<file path="src/rtl/core/dblpwm_pkg.sv">
`timescale 1ns / 1ps

package dblpwm_pkg;

  // Default values for the top-level parameters.
  localparam int SAMPLE_INTERVAL_DEF = 4;
  localparam int CHANNELS_DEF = 4;

  // Only channels 0 to 3 reach the led_on field.
  localparam int LED_BITS = 4;
  localparam int CFG_DATA_W = 2;

  // Command codes carried in the cmd field.
  typedef enum logic [1:0] {
    CMD_TICK         = 2'd0,
    CMD_WRITE        = 2'd1,
    CMD_ALL_OFF      = 2'd2,
    CMD_SAMPLE_TAKEN = 2'd3
  } cmd_t;

  // Configuration register indexes.
  typedef enum logic [0:0] {
    CFG_SHARED_MODE = 1'b0,
    CFG_SHARED_CHAN = 1'b1
  } cfg_idx_t;

  // One input transaction.
  typedef struct packed {
    cmd_t       cmd;
    logic [2:0] led_index;
    logic [7:0] brightness;
  } in_item_t;

  // One result transaction.
  typedef struct packed {
    logic [LED_BITS-1:0] led_on;
    logic                shared_pin_input;
    logic                sample_ready;
    logic [7:0]          phase;
  } out_item_t;

endpackage

</file>
<file path="src/rtl/core/dblpwm_core.sv">
`timescale 1ns / 1ps

module dblpwm_core #(
  parameter int SAMPLE_INTERVAL = dblpwm_pkg::SAMPLE_INTERVAL_DEF,
  parameter int CHANNELS = dblpwm_pkg::CHANNELS_DEF
) (
  input  logic                                clk,
  input  logic                                rst,
  input  logic                                fire,
  input  dblpwm_pkg::in_item_t                item,
  input  logic                                cfg_we,
  input  logic [0:0]                          cfg_index,
  input  logic [dblpwm_pkg::CFG_DATA_W-1:0]   cfg_data,
  output dblpwm_pkg::out_item_t               result
);

  localparam int CW = (CHANNELS > 1) ? $clog2(CHANNELS) : 1;
  localparam int MW = (SAMPLE_INTERVAL > 1) ? $clog2(SAMPLE_INTERVAL) : 1;
  localparam int LVL = (CHANNELS < dblpwm_pkg::LED_BITS) ? CHANNELS : dblpwm_pkg::LED_BITS;

  // Configuration registers.
  logic       shared_mode;
  logic [1:0] shared_chan;

  // PWM state.
  logic [7:0]                        phase;
  logic [MW-1:0]                     phase_mod;
  logic [7:0]                        active_duty [CHANNELS];
  logic [7:0]                        pending_duty [CHANNELS];
  logic                              swap_pending;
  logic                              pin_is_input;
  logic                              ready_flag;
  logic [dblpwm_pkg::LED_BITS-1:0]   pin_levels;

  logic [7:0]                        phase_next;
  logic [MW-1:0]                     phase_mod_next;
  logic [7:0]                        active_duty_next [CHANNELS];
  logic [7:0]                        pending_duty_next [CHANNELS];
  logic                              swap_pending_next;
  logic                              pin_is_input_next;
  logic                              ready_flag_next;
  logic [dblpwm_pkg::LED_BITS-1:0]   pin_levels_next;

  logic [MW:0]  mod_inc;
  logic         mod_wrap;
  logic         shared_ok;
  logic [2:0]   shared_ext;
  logic [7:0]   shared_duty;

  // Configuration writes.
  always_ff @(posedge clk) begin
    if (rst) begin
      shared_mode <= 1'b1;
      shared_chan <= 2'd1;
    end else if (cfg_we) begin
      case (cfg_index)
        dblpwm_pkg::CFG_SHARED_MODE: shared_mode <= cfg_data[0];
        dblpwm_pkg::CFG_SHARED_CHAN: shared_chan <= cfg_data;
        default: ;
      endcase
    end
  end

  // Phase modulo the sample interval, tracked alongside the phase counter.
  assign mod_inc  = {1'b0, phase_mod} + (MW+1)'(1);
  assign mod_wrap = (mod_inc == (MW+1)'(SAMPLE_INTERVAL));

  assign shared_ext = {1'b0, shared_chan};
  assign shared_ok  = shared_mode && ({2'b00, shared_chan} < 4'(CHANNELS));
  assign shared_duty = active_duty_next[shared_ext[CW-1:0]];

  // Next-state logic for one transaction.
  always_comb begin
    phase_next        = phase;
    phase_mod_next    = phase_mod;
    active_duty_next  = active_duty;
    pending_duty_next = pending_duty;
    swap_pending_next = swap_pending;
    pin_is_input_next = pin_is_input;
    ready_flag_next   = ready_flag;
    pin_levels_next   = pin_levels;
    case (item.cmd)
      dblpwm_pkg::CMD_TICK: begin
        phase_next = phase + 8'd1;
        phase_mod_next = (phase_next == 8'd0 || mod_wrap) ? '0 : mod_inc[MW-1:0];
        if (phase_next == 8'd0 && swap_pending) begin
          active_duty_next  = pending_duty;
          swap_pending_next = 1'b0;
        end
        if (shared_ok && (phase_next > shared_duty)) begin
          pin_is_input_next = 1'b1;
          if (phase_mod_next == '0) begin
            ready_flag_next = 1'b1;
          end
        end else begin
          pin_is_input_next = 1'b0;
          ready_flag_next   = 1'b0;
        end
        pin_levels_next = '0;
        for (int ch = 0; ch < LVL; ch++) begin
          pin_levels_next[ch] = (active_duty_next[ch] > phase_next);
        end
      end
      dblpwm_pkg::CMD_WRITE: begin
        if ({1'b0, item.led_index} < 4'(CHANNELS)) begin
          pending_duty_next[item.led_index[CW-1:0]] = item.brightness;
          swap_pending_next = 1'b1;
        end
      end
      dblpwm_pkg::CMD_ALL_OFF: begin
        for (int ch = 0; ch < CHANNELS; ch++) begin
          active_duty_next[ch]  = 8'd0;
          pending_duty_next[ch] = 8'd0;
        end
        swap_pending_next = 1'b0;
        pin_levels_next   = '0;
      end
      dblpwm_pkg::CMD_SAMPLE_TAKEN: begin
        ready_flag_next = 1'b0;
      end
      default: ;
    endcase
  end

  // State registers update once per accepted transaction.
  always_ff @(posedge clk) begin
    if (rst) begin
      phase        <= 8'd0;
      phase_mod    <= '0;
      swap_pending <= 1'b0;
      pin_is_input <= 1'b0;
      ready_flag   <= 1'b0;
      pin_levels   <= '0;
      for (int ch = 0; ch < CHANNELS; ch++) begin
        active_duty[ch]  <= 8'd0;
        pending_duty[ch] <= 8'd0;
      end
    end else if (fire) begin
      phase        <= phase_next;
      phase_mod    <= phase_mod_next;
      swap_pending <= swap_pending_next;
      pin_is_input <= pin_is_input_next;
      ready_flag   <= ready_flag_next;
      pin_levels   <= pin_levels_next;
      active_duty  <= active_duty_next;
      pending_duty <= pending_duty_next;
    end
  end

  // The result reflects the state after the transaction.
  assign result.led_on           = pin_levels_next;
  assign result.shared_pin_input = pin_is_input_next;
  assign result.sample_ready     = ready_flag_next;
  assign result.phase            = phase_next;

endmodule

</file>
<file path="src/rtl/core/double_buffered_led_pwm_top.sv">
`timescale 1ns / 1ps
// Path: a transaction accepted into the input register goes through the core's state
// update into the result register and waits there until taken; result_stall holds it.
// Throughput: one transaction per cycle while result_stall is low; the state update is
// a single registered step between the input register and the result register.
// Reset (rst, synchronous, active high) clears the phase, both duty buffers, the swap
// request, the pin state and the handshake registers; sharing starts on channel 1.

module double_buffered_led_pwm_top #(
  parameter int SAMPLE_INTERVAL = dblpwm_pkg::SAMPLE_INTERVAL_DEF,
  parameter int CHANNELS = dblpwm_pkg::CHANNELS_DEF
) (
  input  logic                               clk,
  input  logic                               rst,
  input  logic                               item_valid,
  output logic                               item_stall,
  input  dblpwm_pkg::in_item_t               item,
  output logic                               result_valid,
  input  logic                               result_stall,
  output dblpwm_pkg::out_item_t              result,
  input  logic                               cfg_we,
  input  logic [0:0]                         cfg_index,
  input  logic [dblpwm_pkg::CFG_DATA_W-1:0]  cfg_data
);

  dblpwm_pkg::in_item_t  in_reg;
  logic                  in_reg_valid;
  dblpwm_pkg::out_item_t core_result;
  logic                  advance;
  logic                  fire;

  // The pipeline moves when the result register is empty or being taken.
  assign advance    = !result_valid || !result_stall;
  assign fire       = in_reg_valid && advance;
  assign item_stall = in_reg_valid && !advance;

  // Input register.
  always_ff @(posedge clk) begin
    if (rst) begin
      in_reg_valid <= 1'b0;
    end else if (!item_stall) begin
      in_reg_valid <= item_valid;
    end
  end

  always_ff @(posedge clk) begin
    if (!item_stall && item_valid) begin
      in_reg <= item;
    end
  end

  dblpwm_core #(
    .SAMPLE_INTERVAL(SAMPLE_INTERVAL),
    .CHANNELS(CHANNELS)
  ) u_core (
    .clk(clk),
    .rst(rst),
    .fire(fire),
    .item(in_reg),
    .cfg_we(cfg_we),
    .cfg_index(cfg_index),
    .cfg_data(cfg_data),
    .result(core_result)
  );

  // Result register.
  always_ff @(posedge clk) begin
    if (rst) begin
      result_valid <= 1'b0;
    end else if (advance) begin
      result_valid <= in_reg_valid;
    end
  end

  always_ff @(posedge clk) begin
    if (fire) begin
      result <= core_result;
    end
  end

  // A stall on the input side only happens with a transaction held.
  a_stall_held: assert property (@(posedge clk) disable iff (rst)
    item_stall |-> in_reg_valid)
    else $error("input stalled with empty input register");

  // A held transaction is not altered while stalled.
  a_in_hold: assert property (@(posedge clk) disable iff (rst)
    item_stall |=> in_reg_valid && $stable(in_reg))
    else $error("held input transaction changed");

  // Only a tick moves the phase.
  a_phase_tick: assert property (@(posedge clk) disable iff (rst)
    (fire && result_valid && in_reg.cmd != dblpwm_pkg::CMD_TICK) |=>
      result.phase == $past(result.phase))
    else $error("phase moved on a non-tick command");

  // All off drives every pin low at once.
  a_all_off: assert property (@(posedge clk) disable iff (rst)
    (fire && in_reg.cmd == dblpwm_pkg::CMD_ALL_OFF) |=> result.led_on == '0)
    else $error("pins not cleared by all off");

  // The sample flag is only raised while the shared pin is an input.
  a_ready_input: assert property (@(posedge clk) disable iff (rst)
    result_valid |-> (!result.sample_ready || result.shared_pin_input))
    else $error("sample ready while shared pin is an output");

endmodule

</file>
<file path="config.mk">
export PLATFORM = sky130hd
export DESIGN_NAME = double_buffered_led_pwm_top
export DESIGN_NICKNAME = d
export VERILOG_FILES = /design/src/rtl/core/dblpwm_pkg.sv /design/src/rtl/core/dblpwm_core.sv /design/src/rtl/core/double_buffered_led_pwm_top.sv
export SDC_FILE = /design/constraint.sdc
export NUM_CORES = 1
export LEC_CHECK = 0
export BUFFER_PORTS_ARGS = -buffer_cell sky130_fd_sc_hd__clkbuf_2
export CORE_AREA = 2 2 120 122
export CTS_BUF_LIST = sky130_fd_sc_hd__clkbuf_2
export DETAILED_ROUTE_END_ITERATION = 6
export DIE_AREA = 0 0 122 124
export SLEW_MARGIN = 10
export SYNTH_ARGS = -nofsm -noshare
export SYNTH_HDL_FRONTEND = slang
export SYNTH_SLANG_ARGS = --single-unit
</file>
<file path="constraint.sdc">
create_clock -name clk -period 3.4 [get_ports clk]
set_clock_uncertainty 0.05 [all_clocks]
set_input_delay 0.68 -clock clk [delete_from_list [all_inputs] [get_ports clk]]
set_output_delay 0.68 -clock clk [all_outputs]
set_load 0.03 [all_outputs]
</file>
==> results.sh <==
export IMPL_crit_path_end_kind="register"
export IMPL_fin_crit_sh=1.03
export IMPL_combPwrFrac=0.134
export IMPL_total_power_mw=2.60
export IMPL_holdCritPathClass="input port to register"
export IMPL_seq_power_share=0.547
export IMPL_period_needed_ps=3500
export IMPL_synth_common_cells="86 x dfxtp_1, 59 x nor2_1, 46 x ha_1, 46 x nand2_1, 36 x a21oi_1"
export IMPL_slew_headroom=0.446
export IMPL_synth_ff_latch_count=113
export IMPL_gp_congestion=0.925
export IMPL_grt_pass1_vias=5186
export IMPL_crit_path_start_kind="register"
export IMPL_start_util=0.448
export IMPL_clk_latency_ps=720
export IMPL_synthFlopType="dfxtp_1"
export IMPL_die_h_um=124
export IMPL_max_cap_viol_count=0
export IMPL_power_density_nw_per_um2=325
export IMPL_internal_power_mw=1.83
export IMPL_cts_sinks=113
export IMPL_violations="setup timing"
export IMPL_synthAdderAreaFrac=0.0937
export IMPL_via_per_inst=5.76
export IMPL_clock_root_buffer="clkbuf_2"
export IMPL_critPathKind="register to register"
export IMPL_setup_violations=9
export IMPL_stdcell_area_sq_um=8010
export IMPL_final_cells=936
export IMPL_yosysWarnings=0
export IMPL_synth_cells=638
export IMPL_sw_frac_of_total=0.298
export IMPL_yosys_top_cells_area="dfxtp_1 28%, edfxtp_1 13%, ha_1 9.4%"
export IMPL_clkPwrFrac=0.319
export IMPL_fmax_mhz=285
export IMPL_cp_max_fo=8
export IMPL_syn_cell_area_sq_um=6140
export IMPL_synth_edff_count=27
export IMPL_min_delay_start="item[3]"
export IMPL_synth_area_leader_cell="dfxtp_1"
export IMPL_fin_nets=810
export IMPL_core_sq_um=13700
export IMPL_grt_pass1_wl_um=28100
export IMPL_num_vias=5388
export IMPL_async_flop_share=0
export IMPL_synth_area_per_cell_sq_um=9.63
export IMPL_peakVddDrop_uv=273
export IMPL_yosysMostFrequentCell="dfxtp_1"
export IMPL_drt_iter0_markers=417
export IMPL_routed_wl_um=18500
export IMPL_num_antenna_cells=0
export IMPL_antenna_found_initial=0
export IMPL_firstDrtPassIters=5
export IMPL_crit_path_start="u_core.phase[0]"
export IMPL_max_slew_worst_pin_slew_ps=810
export IMPL_biggestRegsByFlops="u_core.active_duty: 32 flops, u_core.pending_duty: 32 flops, result: 14 flops"
export IMPL_setup_tns_ps=-414
export IMPL_p_leak_nw=3.34
export IMPL_worst_slack_ps=-103
export IMPL_areaGrowthSynthToFinish_pct=30.4
export IMPL_cts_buffer_depth=2
export IMPL_portBuffers=36
export IMPL_drv_slew=0
export IMPL_cp_data_required_time_ps=3840
export IMPL_dp_slack_ps=-319
export IMPL_ys_seq_area_frac=0.412
export IMPL_ys_types=56
export IMPL_fp_dieW_um=122
export IMPL_synth_nets=705
export IMPL_post_route_drc_count=0
export IMPL_wl_per_cell_um=19.8
export IMPL_synth_area_mux_share=0.0648
export IMPL_row_count=43
export IMPL_tritoncts="done"
export IMPL_clk_pin_slew_worst_paths_ps=170
export IMPL_synth_top_area_share=0.280
export IMPL_hold_violations=0
export IMPL_layout_drive_gt1_share=0.351
export IMPL_grt_max_degree=36
export IMPL_synthSimpleGateAreaFrac=0.154
export IMPL_ios=37
export IMPL_dp_cells=881
export IMPL_numCtsBuffers=17
export IMPL_synth_xor_area_frac=0.0257
export IMPL_synth_top_family_by_area="compound AO/OA/AOI/OAI gates"
export IMPL_cts_htree_levels=4
export IMPL_grtUsageTotal=0.251
export IMPL_place_area_sq_um=6950
export IMPL_die_area_sq_um=15100
export IMPL_rsz0062_at_grt="true"
export IMPL_grt_overflow=0
export IMPL_status="finished with violations"
export IMPL_place_hpwl_um=13500
export IMPL_p_sw_uw=776
export IMPL_postRouteAntennaNets=0
export IMPL_crit_reg2reg_launch="u_core.phase[0]"
export IMPL_synth_compound_area_frac=0.209
export IMPL_cp_arrival_ps=3950
export IMPL_nFillCells=1206
-- worst max-delay path, cell delays in order, from the launching register on --
cell	delay (ps)
dfxtp_4	410
buf_6	120
nand2_8	60
nor3_4	280
buf_6	150
nand2_2	50
a21oi_2	200
nand2_2	100
buf_12	160
buf_12	130
mux2_4	310
ha_4	210
nor2b_1	120
o21a_1	170
o21a_1	180
o21a_1	210
o311ai_4	290
nand2_1	80
-- metal layers --
layer  part of all wire  vias to the layer above  track usage  routed length [um]
met2               0.47                      134        0.401                8630
met5                  0                        -            0                   0
met3              0.049                       26       0.0641                 914
met1               0.46                     2644        0.330                8560
met4              0.023                        0       0.0898                 417
li1                   -                     2584            -                   -
-- cells by family after synthesis --
group,count (synthesis)
AOI/OAI and AO/OA,177
xor gates and xnor gates,18
adders and majority gates,46
buffers and inverters,58
DFF,113
muxes,36
and+or+nand+nor,190
-- metrics by stage --
stage | hold WS (ps) | utilization
4_1_cts | 0.770 | 0.546
2_1_floorplan | 390 | -
5_1_grt | 9.39 | 0.584
3_3_place_gp | 402 | 0.507
6_report | 76.2 | 0.584
3_5_place_dp | 411 | 0.507
-- worst paths after layout --
| path | to | slack (ps) | cells past startpoint |
|---|---|---|---|
| max | result[12] | -100 | 17 |
| min | in_reg[3] | 80 | 1 |
| max reg2reg | result[12] | -100 | 17 |
| min reg2reg | u_core.phase_mod[1] | 430 | 2 |
-- layout by cell type (no fill, tap or decap), types with 8 or more instances in the layout --
| cell type | n |
|---|---|
| ha_1 | 27 |
| edfxtp_1 | 27 |
| xnor2_1 | 12 |
| nor2b_1 | 19 |
| buf_4 | 70 |
| and3_1 | 8 |
| nand2_1 | 42 |
| a21o_1 | 15 |
| ha_4 | 18 |
| dfxtp_1 | 80 |
| a22o_1 | 32 |
| o21a_1 | 13 |
| clkbuf_2 | 55 |
| a21oi_1 | 32 |
| nand3_1 | 12 |
| or3_1 | 8 |
| mux2_2 | 26 |
| inv_1 | 14 |
| a22oi_1 | 32 |
| buf_6 | 9 |
| dlygate4sd3_1 | 8 |
| nor2_1 | 59 |
-- cell type report --
| type | instances | area [sq um] | area share |
|---|---|---|---|
| clock buffer | 19 | 95.1 | 0.0119 |
| clock inverter | 13 | 109 | 0.0136 |
| inverter | 16 | 60.1 | 0.00749 |
| multi-input combinational | 467 | 3990 | 0.498 |
| sequential | 113 | 2540 | 0.318 |
| tap | 180 | 225 | 0.0281 |
| timing repair buffer | 128 | 992 | 0.124 |
-- timing repair --
action | in CTS | in global routing
gates resized for setup | 44 | 71
pin swaps | 31 | 44
setup endpoints to repair | 12 | 12
cloned | 1 | 1
hold endpoints to repair | 7 | 1
setup buffers | 10 | 6
hold buffers | 7 | 1
-- power by group through the flow --
stage | clock, mW | combinational [mW] | sequential [mW]
after global routing | 0.909 | 0.374 | 1.43
after CTS | 0.862 | 0.309 | 1.42
after floorplan | 0 | 0.151 | 1.46
final | 0.830 | 0.348 | 1.42
after global placement | 0 | 0.264 | 1.45
after detailed placement | 0 | 0.268 | 1.45
Note: power is estimated with default switching activity, not from simulation.
